$ cat src/design/multilevel_feedback_task_scheduler_defines.svh
// Assertion macros shared by the scheduler RTL.
// Expects clk and arst_n in the scope of every use.
`ifndef MULTILEVEL_FEEDBACK_TASK_SCHEDULER_DEFINES_SVH
`define MULTILEVEL_FEEDBACK_TASK_SCHEDULER_DEFINES_SVH

// same-cycle implication
`define MFTS_ASSERT_IMPL(lbl, ante, cons, msg) \
	lbl: assert property (@(posedge clk) disable iff (!arst_n) (ante) |-> (cons)) \
	else $error(msg);

// next-cycle implication
`define MFTS_ASSERT_NEXT(lbl, ante, cons, msg) \
	lbl: assert property (@(posedge clk) disable iff (!arst_n) (ante) |=> (cons)) \
	else $error(msg);

`endif

$ cat src/design/mfts_pkg.sv
// Types and constants for the task scheduler.
// No dependencies; imported by every scheduler module except mfts_ram.
package mfts_pkg;

	typedef enum logic [2:0] {
		CMD_ENQUEUE  = 3'd0,
		CMD_SCHEDULE = 3'd1,
		CMD_TICK     = 3'd2,
		CMD_YIELD    = 3'd3,
		CMD_DEQUEUE  = 3'd4,
		CMD_INSTALL  = 3'd5
	} cmd_t;

	typedef enum logic [2:0] {
		ST_OK        = 3'd0,
		ST_NO_ACTIVE = 3'd1,
		ST_IDLE_PROT = 3'd2,
		ST_ALREADY   = 3'd3,
		ST_EMPTY     = 3'd4
	} status_t;

	typedef enum logic [2:0] {
		S_IDLE,
		S_EXEC,
		S_PUSH,
		S_PICK,
		S_POP1,
		S_POP2,
		S_DIV
	} bstate_t;

	localparam logic [1:0] CFG_IDLE_SLOT    = 2'd0;
	localparam logic [1:0] CFG_INIT_QUANTUM = 2'd1;
	localparam logic [1:0] CFG_TICKS_WINDOW = 2'd2;

	localparam int unsigned LOAD_SCALE = 100;
	localparam int unsigned QUOT_BITS  = 7;

	typedef struct packed {
		cmd_t       cmd;
		logic       slot_ok;
		logic [5:0] task_id;
		logic [3:0] prio;
	} item_t;

	typedef struct packed {
		logic [5:0]  idle_slot;
		logic [7:0]  init_quantum;
		logic [15:0] ticks_per_window;
	} cfg_t;

	typedef struct packed {
		logic        start;
		logic [23:0] num;
		logic [16:0] den;
	} div_req_t;

	typedef struct packed {
		logic       busy;
		logic       done;
		logic [6:0] quot;
	} div_rsp_t;

	typedef struct packed {
		status_t    status;
		logic [5:0] task_out;
		logic       task_valid;
		logic [6:0] ready_count;
		logic [6:0] load_percent;
		logic       reschedule_pending;
	} res_t;

endpackage

$ cat src/design/mfts_ram.sv
// Generic single-write, single-read RAM with registered read data.
// No dependencies.
module mfts_ram #(
	parameter int unsigned WIDTH = 8,
	parameter int unsigned DEPTH = 64
) (
	input  logic                     clk,
	input  logic                     we,
	input  logic [$clog2(DEPTH)-1:0] waddr,
	input  logic [WIDTH-1:0]         wdata,
	input  logic [$clog2(DEPTH)-1:0] raddr,
	output logic [WIDTH-1:0]         rdata
);
	logic [WIDTH-1:0] mem_q [DEPTH];
	logic [WIDTH-1:0] rdata_q;

	always_ff @(posedge clk) begin
		if (we) begin
			mem_q[waddr] <= wdata;
		end
		rdata_q <= mem_q[raddr];
	end

	assign rdata = rdata_q;
endmodule

$ cat src/design/mfts_div.sv
// Iterative load divider: one quotient bit per cycle, quotient below 128.
// Depends on mfts_pkg.
module mfts_div (
	input  logic               clk,
	input  logic               arst_n,
	input  mfts_pkg::div_req_t req,
	output mfts_pkg::div_rsp_t rsp
);
	import mfts_pkg::*;

	logic                 busy_q, done_q;
	logic [2:0]           cnt_q;
	logic [23:0]          rem_q, dsh_q;
	logic [QUOT_BITS-1:0] quot_q;
	logic                 ge;

	assign ge = rem_q >= dsh_q;

	always_ff @(posedge clk or negedge arst_n) begin
		if (!arst_n) begin
			busy_q <= 1'b0;
			done_q <= 1'b0;
			cnt_q  <= '0;
		end else begin
			done_q <= 1'b0;
			if (req.start) begin
				busy_q <= 1'b1;
				cnt_q  <= 3'(QUOT_BITS - 1);
			end else if (busy_q) begin
				if (cnt_q == 3'd0) begin
					busy_q <= 1'b0;
					done_q <= 1'b1;
				end else begin
					cnt_q <= cnt_q - 3'd1;
				end
			end
		end
	end

	// datapath
	always_ff @(posedge clk) begin
		if (req.start) begin
			rem_q  <= req.num;
			dsh_q  <= 24'(req.den) << (QUOT_BITS - 1);
			quot_q <= '0;
		end else if (busy_q) begin
			if (ge) begin
				rem_q <= rem_q - dsh_q;
			end
			quot_q <= {quot_q[QUOT_BITS-2:0], ge};
			dsh_q  <= dsh_q >> 1;
		end
	end

	assign rsp.busy = busy_q;
	assign rsp.done = done_q;
	assign rsp.quot = quot_q;
endmodule

$ cat src/design/mfts_front.sv
// Front end: accepts commands, classifies them, holds them in a two-entry queue.
// Depends on mfts_pkg and the assertion macro header.
`include "multilevel_feedback_task_scheduler_defines.svh"
module mfts_front #(
	parameter int unsigned NUM_TASKS    = 64,
	parameter int unsigned MAX_PRIORITY = 15
) (
	input  logic            clk,
	input  logic            arst_n,
	input  logic            in_valid,
	output logic            in_ready,
	input  logic [15:0]     in_data,
	output logic            q_valid,
	output mfts_pkg::item_t q_item,
	input  logic            q_pop
);
	import mfts_pkg::*;

	item_t      cls;
	item_t      buf_q [2];
	logic       wr_ptr_q, rd_ptr_q;
	logic [1:0] cnt_q;
	logic       push;

	// classify: range-check the slot, saturate the priority
	always_comb begin
		cls.cmd     = cmd_t'(in_data[2:0]);
		cls.task_id = in_data[8:3];
		cls.slot_ok = 32'(in_data[8:3]) < NUM_TASKS;
		cls.prio    = (32'(in_data[12:9]) > MAX_PRIORITY) ? 4'(MAX_PRIORITY) : in_data[12:9];
	end

	assign in_ready = cnt_q != 2'd2;
	assign push     = in_valid && in_ready;
	assign q_valid  = cnt_q != 2'd0;
	assign q_item   = buf_q[rd_ptr_q];

	always_ff @(posedge clk or negedge arst_n) begin
		if (!arst_n) begin
			wr_ptr_q <= 1'b0;
			rd_ptr_q <= 1'b0;
			cnt_q    <= '0;
		end else begin
			if (push) begin
				wr_ptr_q <= ~wr_ptr_q;
			end
			if (q_pop) begin
				rd_ptr_q <= ~rd_ptr_q;
			end
			case ({push, q_pop})
				2'b10:   cnt_q <= cnt_q + 2'd1;
				2'b01:   cnt_q <= cnt_q - 2'd1;
				default: cnt_q <= cnt_q;
			endcase
		end
	end

	always_ff @(posedge clk) begin
		if (push) begin
			buf_q[wr_ptr_q] <= cls;
		end
	end

	`MFTS_ASSERT_IMPL(a_pop_nonempty, q_pop, cnt_q != 2'd0, "pop from empty command queue")
	`MFTS_ASSERT_IMPL(a_cnt_range, 1'b1, cnt_q != 2'd3, "command queue count out of range")
	`MFTS_ASSERT_NEXT(a_push_grows, push && !q_pop, cnt_q == $past(cnt_q) + 2'd1, "push lost")
endmodule

$ cat src/design/mfts_back.sv
// Back end: sequencer over the task and queue tables, tick accounting, results.
// Depends on mfts_pkg, mfts_ram, mfts_div and the assertion macro header.
`include "multilevel_feedback_task_scheduler_defines.svh"
module mfts_back #(
	parameter int unsigned NUM_TASKS    = 64,
	parameter int unsigned MAX_PRIORITY = 15,
	parameter int unsigned QUANTUM_BITS = 8
) (
	input  logic            clk,
	input  logic            arst_n,
	input  logic            q_valid,
	input  mfts_pkg::item_t q_item,
	output logic            q_pop,
	input  mfts_pkg::cfg_t  cfg,
	output logic            res_valid,
	input  logic            res_ready,
	output mfts_pkg::res_t  res
);
	import mfts_pkg::*;

	localparam int unsigned TW   = $clog2(NUM_TASKS);
	localparam int unsigned NQ   = MAX_PRIORITY + 1;
	localparam int unsigned PW   = $clog2(NQ);
	localparam int unsigned QW   = QUANTUM_BITS;
	localparam int unsigned RW   = PW + QW;
	localparam int unsigned QMAX = (1 << QW) - 1;

	bstate_t        state_q, state_d;
	item_t          cur_q, cur_d;
	logic           res_valid_q, res_valid_d;
	status_t        res_status_q, res_status_d;
	logic [NQ-1:0]  qne_q, qne_d;
	logic [TW-1:0]  act_task_q, act_task_d;
	logic           act_valid_q, act_valid_d;
	logic [PW-1:0]  act_prio_q, act_prio_d;
	logic [QW-1:0]  act_quant_q, act_quant_d;
	logic           act_resched_q, act_resched_d;
	logic [6:0]     wait_q, wait_d;
	logic [15:0]    idle_cnt_q, idle_cnt_d, busy_cnt_q, busy_cnt_d, phase_q, phase_d;
	logic [6:0]     load_q, load_d;
	logic [TW-1:0]  push_slot_q, push_slot_d, pop_slot_q, pop_slot_d;
	logic [PW-1:0]  push_prio_q, push_prio_d, pick_prio_q, pick_prio_d;
	logic           pick_after_q, pick_after_d, pop_last_q, pop_last_d;

	logic           rec_we, link_we, head_we, tail_we;
	logic [TW-1:0]  rec_waddr, link_waddr, rec_raddr, link_raddr;
	logic [RW-1:0]  rec_wdata, rec_rdata;
	logic [TW-1:0]  link_wdata, link_rdata, head_wdata, head_rdata, tail_wdata, tail_rdata;
	logic [PW-1:0]  head_waddr, head_raddr, tail_waddr, tail_raddr;

	div_req_t       div_req;
	div_rsp_t       div_rsp;

	logic [QW-1:0]  fresh, requant;
	logic [TW-1:0]  cur_tid, idle_tid;
	logic [PW-1:0]  cur_prio, dec_prio, push_p, pick_p;
	logic           idle_ok, act_is_idle, found;
	logic [16:0]    phase_inc, total;
	logic [15:0]    idle_n, busy_n;

	always_comb begin
		fresh       = (32'(cfg.init_quantum) > QMAX) ? QW'(QMAX) : QW'(cfg.init_quantum);
		cur_tid     = TW'(cur_q.task_id);
		cur_prio    = PW'(cur_q.prio);
		idle_tid    = TW'(cfg.idle_slot);
		idle_ok     = 32'(cfg.idle_slot) < NUM_TASKS;
		act_is_idle = idle_ok && (act_task_q == idle_tid);
		dec_prio    = (act_quant_q == '0 && act_prio_q != '0) ? act_prio_q - PW'(1) : act_prio_q;
		requant     = (act_quant_q == '0) ? fresh : act_quant_q;
		push_p      = (cur_q.cmd == CMD_SCHEDULE) ? dec_prio : cur_prio;
		found       = 1'b0;
		pick_p      = '0;
		// highest set bit wins
		for (int i = 0; i < NQ; i++) begin
			if (qne_q[i]) begin
				found  = 1'b1;
				pick_p = PW'(i);
			end
		end
	end

	always_comb begin
		state_d       = state_q;
		cur_d         = cur_q;
		res_valid_d   = res_valid_q && !res_ready;
		res_status_d  = res_status_q;
		qne_d         = qne_q;
		act_task_d    = act_task_q;
		act_valid_d   = act_valid_q;
		act_prio_d    = act_prio_q;
		act_quant_d   = act_quant_q;
		act_resched_d = act_resched_q;
		wait_d        = wait_q;
		idle_cnt_d    = idle_cnt_q;
		busy_cnt_d    = busy_cnt_q;
		phase_d       = phase_q;
		load_d        = load_q;
		push_slot_d   = push_slot_q;
		push_prio_d   = push_prio_q;
		pick_prio_d   = pick_prio_q;
		pick_after_d  = pick_after_q;
		pop_slot_d    = pop_slot_q;
		pop_last_d    = pop_last_q;
		q_pop         = 1'b0;
		rec_we        = 1'b0;
		rec_waddr     = act_task_q;
		rec_wdata     = {act_prio_q, act_quant_q};
		rec_raddr     = head_rdata;
		link_we       = 1'b0;
		link_waddr    = tail_rdata;
		link_wdata    = push_slot_q;
		link_raddr    = head_rdata;
		head_we       = 1'b0;
		head_waddr    = push_prio_q;
		head_wdata    = push_slot_q;
		head_raddr    = pick_p;
		tail_we       = 1'b0;
		tail_waddr    = push_prio_q;
		tail_wdata    = push_slot_q;
		tail_raddr    = (state_q == S_PICK) ? pick_p : push_p;
		div_req.start = 1'b0;
		div_req.num   = '0;
		div_req.den   = '0;
		idle_n        = idle_cnt_q;
		busy_n        = busy_cnt_q;
		phase_inc     = 17'(phase_q) + 17'd1;
		total         = '0;

		case (state_q)
			S_IDLE: begin
				if (q_valid && !res_valid_q) begin
					q_pop   = 1'b1;
					cur_d   = q_item;
					state_d = S_EXEC;
				end
			end
			S_EXEC: begin
				res_status_d = ST_OK;
				state_d      = S_IDLE;
				res_valid_d  = 1'b1;
				case (cur_q.cmd)
					CMD_ENQUEUE: begin
						if (cur_q.slot_ok) begin
							rec_we    = 1'b1;
							rec_waddr = cur_tid;
							rec_wdata = {cur_prio, fresh};
							if (act_valid_q && act_task_q == cur_tid) begin
								act_prio_d    = cur_prio;
								act_quant_d   = fresh;
								act_resched_d = 1'b0;
							end else if (act_valid_q && cur_prio > act_prio_q) begin
								act_resched_d = 1'b1;
							end
							push_slot_d  = cur_tid;
							push_prio_d  = cur_prio;
							pick_after_d = 1'b0;
							state_d      = S_PUSH;
							res_valid_d  = 1'b0;
						end
					end
					CMD_SCHEDULE: begin
						if (!act_valid_q) begin
							state_d     = S_PICK;
							res_valid_d = 1'b0;
						end else if (act_resched_q) begin
							// requeue the preempted task, then pick
							rec_we       = 1'b1;
							rec_wdata    = {dec_prio, requant};
							act_valid_d  = 1'b0;
							push_slot_d  = act_task_q;
							push_prio_d  = dec_prio;
							pick_after_d = 1'b1;
							state_d      = S_PUSH;
							res_valid_d  = 1'b0;
						end
					end
					CMD_TICK: begin
						if (act_valid_q) begin
							if (act_quant_q != '0) begin
								act_quant_d = act_quant_q - QW'(1);
								if (act_quant_q == QW'(1)) begin
									act_resched_d = 1'b1;
								end
							end
							if (act_is_idle) begin
								idle_n = idle_cnt_q + 16'd1;
							end else begin
								busy_n = busy_cnt_q + 16'd1;
							end
						end else begin
							idle_n = idle_cnt_q + 16'd1;
						end
						total = 17'(idle_n) + 17'(busy_n);
						if (phase_inc >= 17'(cfg.ticks_per_window)) begin
							// window closed: busy * 100 / total
							div_req.start = 1'b1;
							div_req.num   = 24'(busy_n) * 24'(LOAD_SCALE);
							div_req.den   = total;
							idle_cnt_d    = '0;
							busy_cnt_d    = '0;
							phase_d       = '0;
							state_d       = S_DIV;
							res_valid_d   = 1'b0;
						end else begin
							idle_cnt_d = idle_n;
							busy_cnt_d = busy_n;
							phase_d    = phase_inc[15:0];
						end
					end
					CMD_YIELD: begin
						if (act_valid_q) begin
							act_resched_d = 1'b1;
						end else begin
							res_status_d = ST_NO_ACTIVE;
						end
					end
					CMD_DEQUEUE: begin
						if (!act_valid_q) begin
							res_status_d = ST_NO_ACTIVE;
						end else if (act_is_idle) begin
							res_status_d = ST_IDLE_PROT;
						end else begin
							rec_we      = 1'b1;
							act_valid_d = 1'b0;
						end
					end
					CMD_INSTALL: begin
						if (act_valid_q) begin
							res_status_d = ST_ALREADY;
						end else if (idle_ok) begin
							act_task_d    = idle_tid;
							act_valid_d   = 1'b1;
							act_prio_d    = '0;
							act_quant_d   = fresh;
							act_resched_d = 1'b0;
						end
					end
					default: begin
					end
				endcase
			end
			S_PUSH: begin
				link_we = qne_q[push_prio_q];
				head_we = !qne_q[push_prio_q];
				tail_we = 1'b1;
				qne_d[push_prio_q] = 1'b1;
				if (wait_q != 7'd127) begin
					wait_d = wait_q + 7'd1;
				end
				if (pick_after_q) begin
					state_d = S_PICK;
				end else begin
					res_status_d = ST_OK;
					res_valid_d  = 1'b1;
					state_d      = S_IDLE;
				end
			end
			S_PICK: begin
				if (!found) begin
					res_status_d = ST_EMPTY;
					res_valid_d  = 1'b1;
					state_d      = S_IDLE;
				end else begin
					pick_prio_d = pick_p;
					state_d     = S_POP1;
				end
			end
			S_POP1: begin
				pop_slot_d = head_rdata;
				pop_last_d = head_rdata == tail_rdata;
				if (head_rdata == tail_rdata) begin
					qne_d[pick_prio_q] = 1'b0;
				end
				if (wait_q != 7'd0) begin
					wait_d = wait_q - 7'd1;
				end
				state_d = S_POP2;
			end
			S_POP2: begin
				head_we       = !pop_last_q;
				head_waddr    = pick_prio_q;
				head_wdata    = link_rdata;
				act_task_d    = pop_slot_q;
				act_valid_d   = 1'b1;
				act_prio_d    = rec_rdata[RW-1:QW];
				act_quant_d   = rec_rdata[QW-1:0];
				act_resched_d = 1'b0;
				res_status_d  = ST_OK;
				res_valid_d   = 1'b1;
				state_d       = S_IDLE;
			end
			S_DIV: begin
				if (div_rsp.done) begin
					load_d       = div_rsp.quot;
					res_status_d = ST_OK;
					res_valid_d  = 1'b1;
					state_d      = S_IDLE;
				end
			end
			default: begin
				state_d = S_IDLE;
			end
		endcase
	end

	always_ff @(posedge clk or negedge arst_n) begin
		if (!arst_n) begin
			state_q       <= S_IDLE;
			cur_q         <= '0;
			res_valid_q   <= 1'b0;
			res_status_q  <= ST_OK;
			qne_q         <= '0;
			act_task_q    <= '0;
			act_valid_q   <= 1'b0;
			act_prio_q    <= '0;
			act_quant_q   <= '0;
			act_resched_q <= 1'b0;
			wait_q        <= '0;
			idle_cnt_q    <= '0;
			busy_cnt_q    <= '0;
			phase_q       <= '0;
			load_q        <= '0;
			push_slot_q   <= '0;
			push_prio_q   <= '0;
			pick_prio_q   <= '0;
			pick_after_q  <= 1'b0;
			pop_slot_q    <= '0;
			pop_last_q    <= 1'b0;
		end else begin
			state_q       <= state_d;
			cur_q         <= cur_d;
			res_valid_q   <= res_valid_d;
			res_status_q  <= res_status_d;
			qne_q         <= qne_d;
			act_task_q    <= act_task_d;
			act_valid_q   <= act_valid_d;
			act_prio_q    <= act_prio_d;
			act_quant_q   <= act_quant_d;
			act_resched_q <= act_resched_d;
			wait_q        <= wait_d;
			idle_cnt_q    <= idle_cnt_d;
			busy_cnt_q    <= busy_cnt_d;
			phase_q       <= phase_d;
			load_q        <= load_d;
			push_slot_q   <= push_slot_d;
			push_prio_q   <= push_prio_d;
			pick_prio_q   <= pick_prio_d;
			pick_after_q  <= pick_after_d;
			pop_slot_q    <= pop_slot_d;
			pop_last_q    <= pop_last_d;
		end
	end

	// per-slot {priority, quantum}; the active task's copy lives in act_*_q
	mfts_ram #(.WIDTH(RW), .DEPTH(NUM_TASKS)) u_rec (
		.clk(clk), .we(rec_we), .waddr(rec_waddr), .wdata(rec_wdata),
		.raddr(rec_raddr), .rdata(rec_rdata)
	);
	mfts_ram #(.WIDTH(TW), .DEPTH(NUM_TASKS)) u_link (
		.clk(clk), .we(link_we), .waddr(link_waddr), .wdata(link_wdata),
		.raddr(link_raddr), .rdata(link_rdata)
	);
	mfts_ram #(.WIDTH(TW), .DEPTH(NQ)) u_head (
		.clk(clk), .we(head_we), .waddr(head_waddr), .wdata(head_wdata),
		.raddr(head_raddr), .rdata(head_rdata)
	);
	mfts_ram #(.WIDTH(TW), .DEPTH(NQ)) u_tail (
		.clk(clk), .we(tail_we), .waddr(tail_waddr), .wdata(tail_wdata),
		.raddr(tail_raddr), .rdata(tail_rdata)
	);

	mfts_div u_div (
		.clk(clk), .arst_n(arst_n), .req(div_req), .rsp(div_rsp)
	);

	assign res_valid              = res_valid_q;
	assign res.status             = res_status_q;
	assign res.task_out           = act_valid_q ? 6'(act_task_q) : 6'd0;
	assign res.task_valid         = act_valid_q;
	assign res.ready_count        = wait_q;
	assign res.load_percent       = load_q;
	assign res.reschedule_pending = act_valid_q && act_resched_q;

	`MFTS_ASSERT_IMPL(a_hold_while_result, res_valid_q, state_q == S_IDLE, "work while result held")
	`MFTS_ASSERT_IMPL(a_div_alive, state_q == S_DIV, div_rsp.busy || div_rsp.done, "divider stalled")
	`MFTS_ASSERT_IMPL(a_pop_nonempty, state_q == S_POP1, qne_q[pick_prio_q], "pop of empty queue")
endmodule

$ cat src/design/multilevel_feedback_task_scheduler.sv
// Top level of the multilevel feedback task scheduler.
// Depends on mfts_pkg, mfts_front, mfts_back (with mfts_ram, mfts_div).
//
// Channel   Dir  Handshake          Payload
// s_*       in   s_tvalid/s_tready  s_tdata: cmd, task_id, priority_req
// m_*       out  m_tvalid/m_tready  m_tdata: status .. reschedule_pending
// cfg_*     in   cfg_valid/ready    cfg_index, cfg_data
//
// Back-end states per command, excluding queue wait: yield, dequeue, install,
// plain tick: exec; enqueue: exec, push; schedule: exec, maybe push, pick,
// pop1, pop2 (table RAM reads, one registered read per step); window end: div.
// Reset clears all control state; the task and queue tables need no clearing.
// Input keeps flowing into a two-entry queue while a result waits on m_tready.
module multilevel_feedback_task_scheduler #(
	parameter int unsigned NUM_TASKS    = 64,
	parameter int unsigned MAX_PRIORITY = 15,
	parameter int unsigned QUANTUM_BITS = 8
) (
	input  logic        clk,
	input  logic        arst_n,
	input  logic        s_tvalid,
	output logic        s_tready,
	input  logic [15:0] s_tdata,   // cmd[2:0], task_id[8:3], priority_req[12:9], zero
	output logic        m_tvalid,
	input  logic        m_tready,
	output logic [31:0] m_tdata,   // status[2:0], task_out[8:3], task_valid[9],
	                               // ready count[16:10], load_percent[23:17],
	                               // reschedule_pending[24], zero
	input  logic        cfg_valid,
	output logic        cfg_ready,
	input  logic [1:0]  cfg_index,
	input  logic [15:0] cfg_data
);
	import mfts_pkg::*;

	cfg_t  cfg_q;
	logic  q_valid, q_pop;
	item_t q_item;
	res_t  res;

	// config is always taken; the host writes only while no command is in flight
	assign cfg_ready = 1'b1;

	always_ff @(posedge clk or negedge arst_n) begin
		if (!arst_n) begin
			cfg_q.idle_slot        <= 6'd0;
			cfg_q.init_quantum     <= 8'd10;
			cfg_q.ticks_per_window <= 16'd100;
		end else if (cfg_valid) begin
			case (cfg_index)
				CFG_IDLE_SLOT:    cfg_q.idle_slot        <= cfg_data[5:0];
				CFG_INIT_QUANTUM: cfg_q.init_quantum     <= cfg_data[7:0];
				CFG_TICKS_WINDOW: cfg_q.ticks_per_window <= cfg_data;
				default:          cfg_q                  <= cfg_q;
			endcase
		end
	end

	mfts_front #(.NUM_TASKS(NUM_TASKS), .MAX_PRIORITY(MAX_PRIORITY)) u_front (
		.clk(clk), .arst_n(arst_n),
		.in_valid(s_tvalid), .in_ready(s_tready), .in_data(s_tdata),
		.q_valid(q_valid), .q_item(q_item), .q_pop(q_pop)
	);

	mfts_back #(
		.NUM_TASKS(NUM_TASKS), .MAX_PRIORITY(MAX_PRIORITY), .QUANTUM_BITS(QUANTUM_BITS)
	) u_back (
		.clk(clk), .arst_n(arst_n),
		.q_valid(q_valid), .q_item(q_item), .q_pop(q_pop),
		.cfg(cfg_q),
		.res_valid(m_tvalid), .res_ready(m_tready), .res(res)
	);

	assign m_tdata = {7'd0, res.reschedule_pending, res.load_percent, res.ready_count,
		res.task_valid, res.task_out, res.status};
endmodule
$ cat config.mk
export PLATFORM = sky130hd
export DESIGN_NAME = multilevel_feedback_task_scheduler
export DESIGN_NICKNAME = d
export VERILOG_FILES = /design/src/design/mfts_pkg.sv /design/src/design/mfts_ram.sv /design/src/design/mfts_div.sv /design/src/design/mfts_front.sv /design/src/design/mfts_back.sv /design/src/design/multilevel_feedback_task_scheduler.sv
export VERILOG_INCLUDE_DIRS = /design/src /design/src/design
export SDC_FILE = /design/constraint.sdc
export NUM_CORES = 2
export LEC_CHECK = 0
export ABC_AREA = 1
export BUFFER_PORTS_ARGS = -buffer_cell sky130_fd_sc_hd__buf_2
export CAP_MARGIN = 20
export CORE_ASPECT_RATIO = 1.5
export CORE_UTILIZATION = 55
export CTS_CLUSTER_SIZE = 28
export DETAILED_ROUTE_END_ITERATION = 12
export PLACE_DENSITY = 0.71
export SKIP_LAST_GASP = 1
export SLEW_MARGIN = 20
export SYNTH_ARGS = -nofsm -noshare
export SYNTH_HDL_FRONTEND = slang
export SYNTH_SLANG_ARGS = --single-unit
export TNS_END_PERCENT = 5
$ cat constraint.sdc
create_clock -name clk -period 9.3 [get_ports clk]
set_input_delay 0.465 -clock clk [delete_from_list [all_inputs] [get_ports clk]]
set_output_delay 0.465 -clock clk [all_outputs]
set_load 0.05 [all_outputs]
==> flow_summary.ini <==
[setup_path]
arrival_ps = 6150
path_cells = inv_2 > nor2_1 > nor4_2 > nand3_2 > nand2_2 > inv_2 > nand2_1 > xor2_1 > ha_1 > ha_1 > inv_1 > fa_1 > inv_1 > ha_1 > nand2_1 > nor4_1 > nor2_1 > o21ai_0 > a31oi_1 > o21ai_0 > nand2_1 > nand2_1 > xor2_1 > a21oi_1
timing.rr.start = u_back.act_task_q[0]
required_ps = 9800
cp_slowest_stage_delay_ps = 510
endpoint_kind = register
critical-path-slowest-cell = xor2_1
crit_top_cell = nand2_1
cp_max_fo = 12
ff2ff_setup_slack_ps = 3650
r2r-end = u_back.u_div.rem_q[20]
rr_worst_depth = 24
crit_path_start_kind = register
worstSetupPathType = register to register

[timing]
fin_tns_setup_ps = 0
period_share_pct = 60.8
rsz0062_at_grt = no
fin_ws_ps = 3650
setup_viol = 0
drv_slew = 0
worst_pin_slew_ps = 1120
slew_headroom_pct = 24.8
min_period_ps = 5650
fmax_mhz = 177
finalHoldViolCount = 0
fin_skew_ps = 36.5

[placed_design]
numPortBuffers = 62
place_hpwl_um = 113000
dp.cells = 7834
place.gp.congestion = 0.898
dpl_worst_slack_ps = 3700

[die]
io_pins = 74
die_y_um = 442
dieArea_um2 = 131000
core_um2 = 128000
initial_core_util_pct = 55.4
fp-row-count = 161
die_w_um = 295

[logic_synthesis]
synth_cell_types = 66
yosys_warnings = 0
synth_area_um2 = 71000
synthFlopType = edfxtp_1
async_reset_ff_share_pct = 11.0
syn_inst = 6300
syn_avg_cell_area_um2 = 11.3
seq_area_frac_synth_pct = 67.2
ys_ff_latch = 1634
synth_edf_count = 1411

[pwr]
power_uw = 25400
p_leak_uw = 0.0282
powerDensity_nw_per_um2 = 324
peakVddDrop_uv = 320

[finish]
mostFrequentLayoutCells = 1,411 x edfxtp_1, 1,030 x nor2_1, 920 x o21ai_0
multiInputGateArea_um2 = 20400
layout_commonest_cell = edfxtp_1
fin_cells = 8137
nets = 6478
drive_gt1_share_pct = 8.19
syn2layout_area_growth_pct = 10.4
seqCellArea_um2 = 47800
fillCellCount = 9915

[routing]
drt_iter0_markers = 4836
wirelength_um = 183000
vias = 49000
vias_per_cell = 6.02
drc = 0
final_antenna_net_count = 0
routedWlPerCell_um = 22.5
first_pass_iters = 8

[clocking]
cts_max_level = 4
clock_path_buffers = 3
cts_tree = done
cts_root_buffer = clkbuf_16
insertion_delay_ps = 800
cts.sinks = 1634
cts_resized = 0
cts_buffers = 148
clkTransAtPathRegs_ps = 70
post_cts_buffers = 0

[min_path]
whs_endpoint = u_back.res_valid
holdPathStages = 4
min_from = m_tready
hold_class = primary input to register

[global_routing]
grt_use_total_pct = 27.9
grt_max_degree = 178
grt_pass1_vias = 46800
overflow = 0
grt_pass1_wl_um = 275000
antenna_found_initial = 3

[status]
status = finished clean

[run]
max_cap_viol_count = 0
registers in the layout (all words and copies together) (netlist names), 8 cells and up:
register / count
u_back.u_rec.rdata: 12
u_back.qne_q: 16
u_front.buf_q: 26
u_back.u_head.mem_q: 96
u_back.u_div.dsh_q: 23
u_back.u_link.mem_q: 384
u_back.idle_cnt_q: 16
u_back.phase_q: 16
cfg_q: 30
u_back.busy_cnt_q: 16
u_back.act_quant_q: 8
u_back.u_rec.mem_q: 768
u_back.u_tail.mem_q: 96
u_back.u_div.rem_q: 24
power breakdown:
part / internal, µW / leakage, µW / switching (µW)
Clock: 3560 / 0.00246 / 2760
Sequential: 9250 / 0.0155 / 471
Combinational: 2360 / 0.0102 / 6990
timing repair:
item	CTS	global route
endpoints found under the setup margin	0	0
endpoints found under the hold margin	87	0
hold buffers	23	0
critical path: cells and delay by family (launching register included):
family | cells | cell delay, ps
flip-flops | 1 | 420
adder cells (fa/ha/maj) | 4 | 1450
AND/OR/NAND/NOR | 10 | 1470
AO/OA/AOI/OAI | 4 | 1080
XOR/XNOR | 2 | 660
buffers and inverters | 4 | 290
cell usage after synthesis (16+ instances only):
cell type  count  share of area, %
dfxtp_1       43               1.2
xnor2_1       18              0.22
o21ai_0      932               6.6
dfrtp_1      175               6.2
a31oi_1       21              0.18
nand2_1      563               3.0
clkbuf_1     259               1.4
edfxtp_1    1411                60
inv_1        411               2.2
o221ai_1      39              0.48
ha_1         125               2.2
o21ai_1       25              0.18
o211ai_1      58              0.61
nor4_1        16              0.14
nor2_1      1056               5.6
buf_2         57              0.40
o32ai_1       16              0.20
a21oi_1      156               1.1
nand4_1       18              0.16
xor2_1        76              0.94
o22ai_1      343               3.0
nand3_1      257               1.8
nor3_1        45              0.32
cell families after synthesis:
family          after synthesis  share of synthesized area (%)
flops                      1634                           67.2
other cells                   2                         0.0106
simple gates               1997                           11.5
fa+ha+maj                   139                           2.60
buf+inv                     782                           4.45
mux                           3                         0.0440
xor+xnor                     94                           1.16
compound gates             1649                           13.0
per-layer routing:
layer / wire [µm] / global-route usage (%) / vias to the layer above
met2: 93300 / 48.0 / 2040
li1: - / - / 22600
met3: 12100 / 3.65 / 478
met5: 0 / 0 / -
met4: 10200 / 15.3 / 0
met1: 67800 / 33.7 / 23900
stage by stage:
stage | utilization (%) | area, µm² | hold WS [ps]
2_1_floorplan | - | 71100 | 169
3_3_place_gp | 56.9 | 73100 | 452
3_5_place_dp | 57.0 | 73100 | 445
4_1_cts | 61.1 | 78400 | 11.8
5_1_grt | 61.1 | 78500 | 36.4
6_report | 61.1 | 78500 | 57.8
final cells by class:
| type | count | share of cell area [%] |
|---|---|---|
| flip-flops and latches | 1634 | 60.9 |
| well taps | 1711 | 2.73 |
| diodes | 1 | 0.00319 |
| inverters | 429 | 2.07 |
| clock buffers | 181 | 5.01 |
| multi-input cells | 3890 | 26.0 |
| clock inverters | 94 | 1.42 |
| repair buffers | 197 | 1.85 |
worst max-delay path by stage:
| stage | start | end | slack (ps) | cells after the start |
|---|---|---|---|---|
| 6_report | u_back.act_task_q[0] | u_back.u_div.rem_q[20] | 3650 | 24 |
| 5_1_grt | u_back.act_task_q[0] | u_back.u_div.rem_q[20] | 3230 | 24 |
| 4_1_cts | u_back.act_task_q[0] | u_back.u_div.rem_q[20] | 3650 | 24 |
| 3_5_place_dp | u_back.act_task_q[0] | u_back.u_div.rem_q[20] | 3700 | 24 |
| 3_3_place_gp | u_back.act_task_q[1] | u_back.u_div.rem_q[20] | 3690 | 25 |
| 2_1_floorplan | u_back.act_quant_q[0] | u_back.u_rec.mem_q[0][0] | 4440 | 10 |
(Power assumes the default switching activity.)
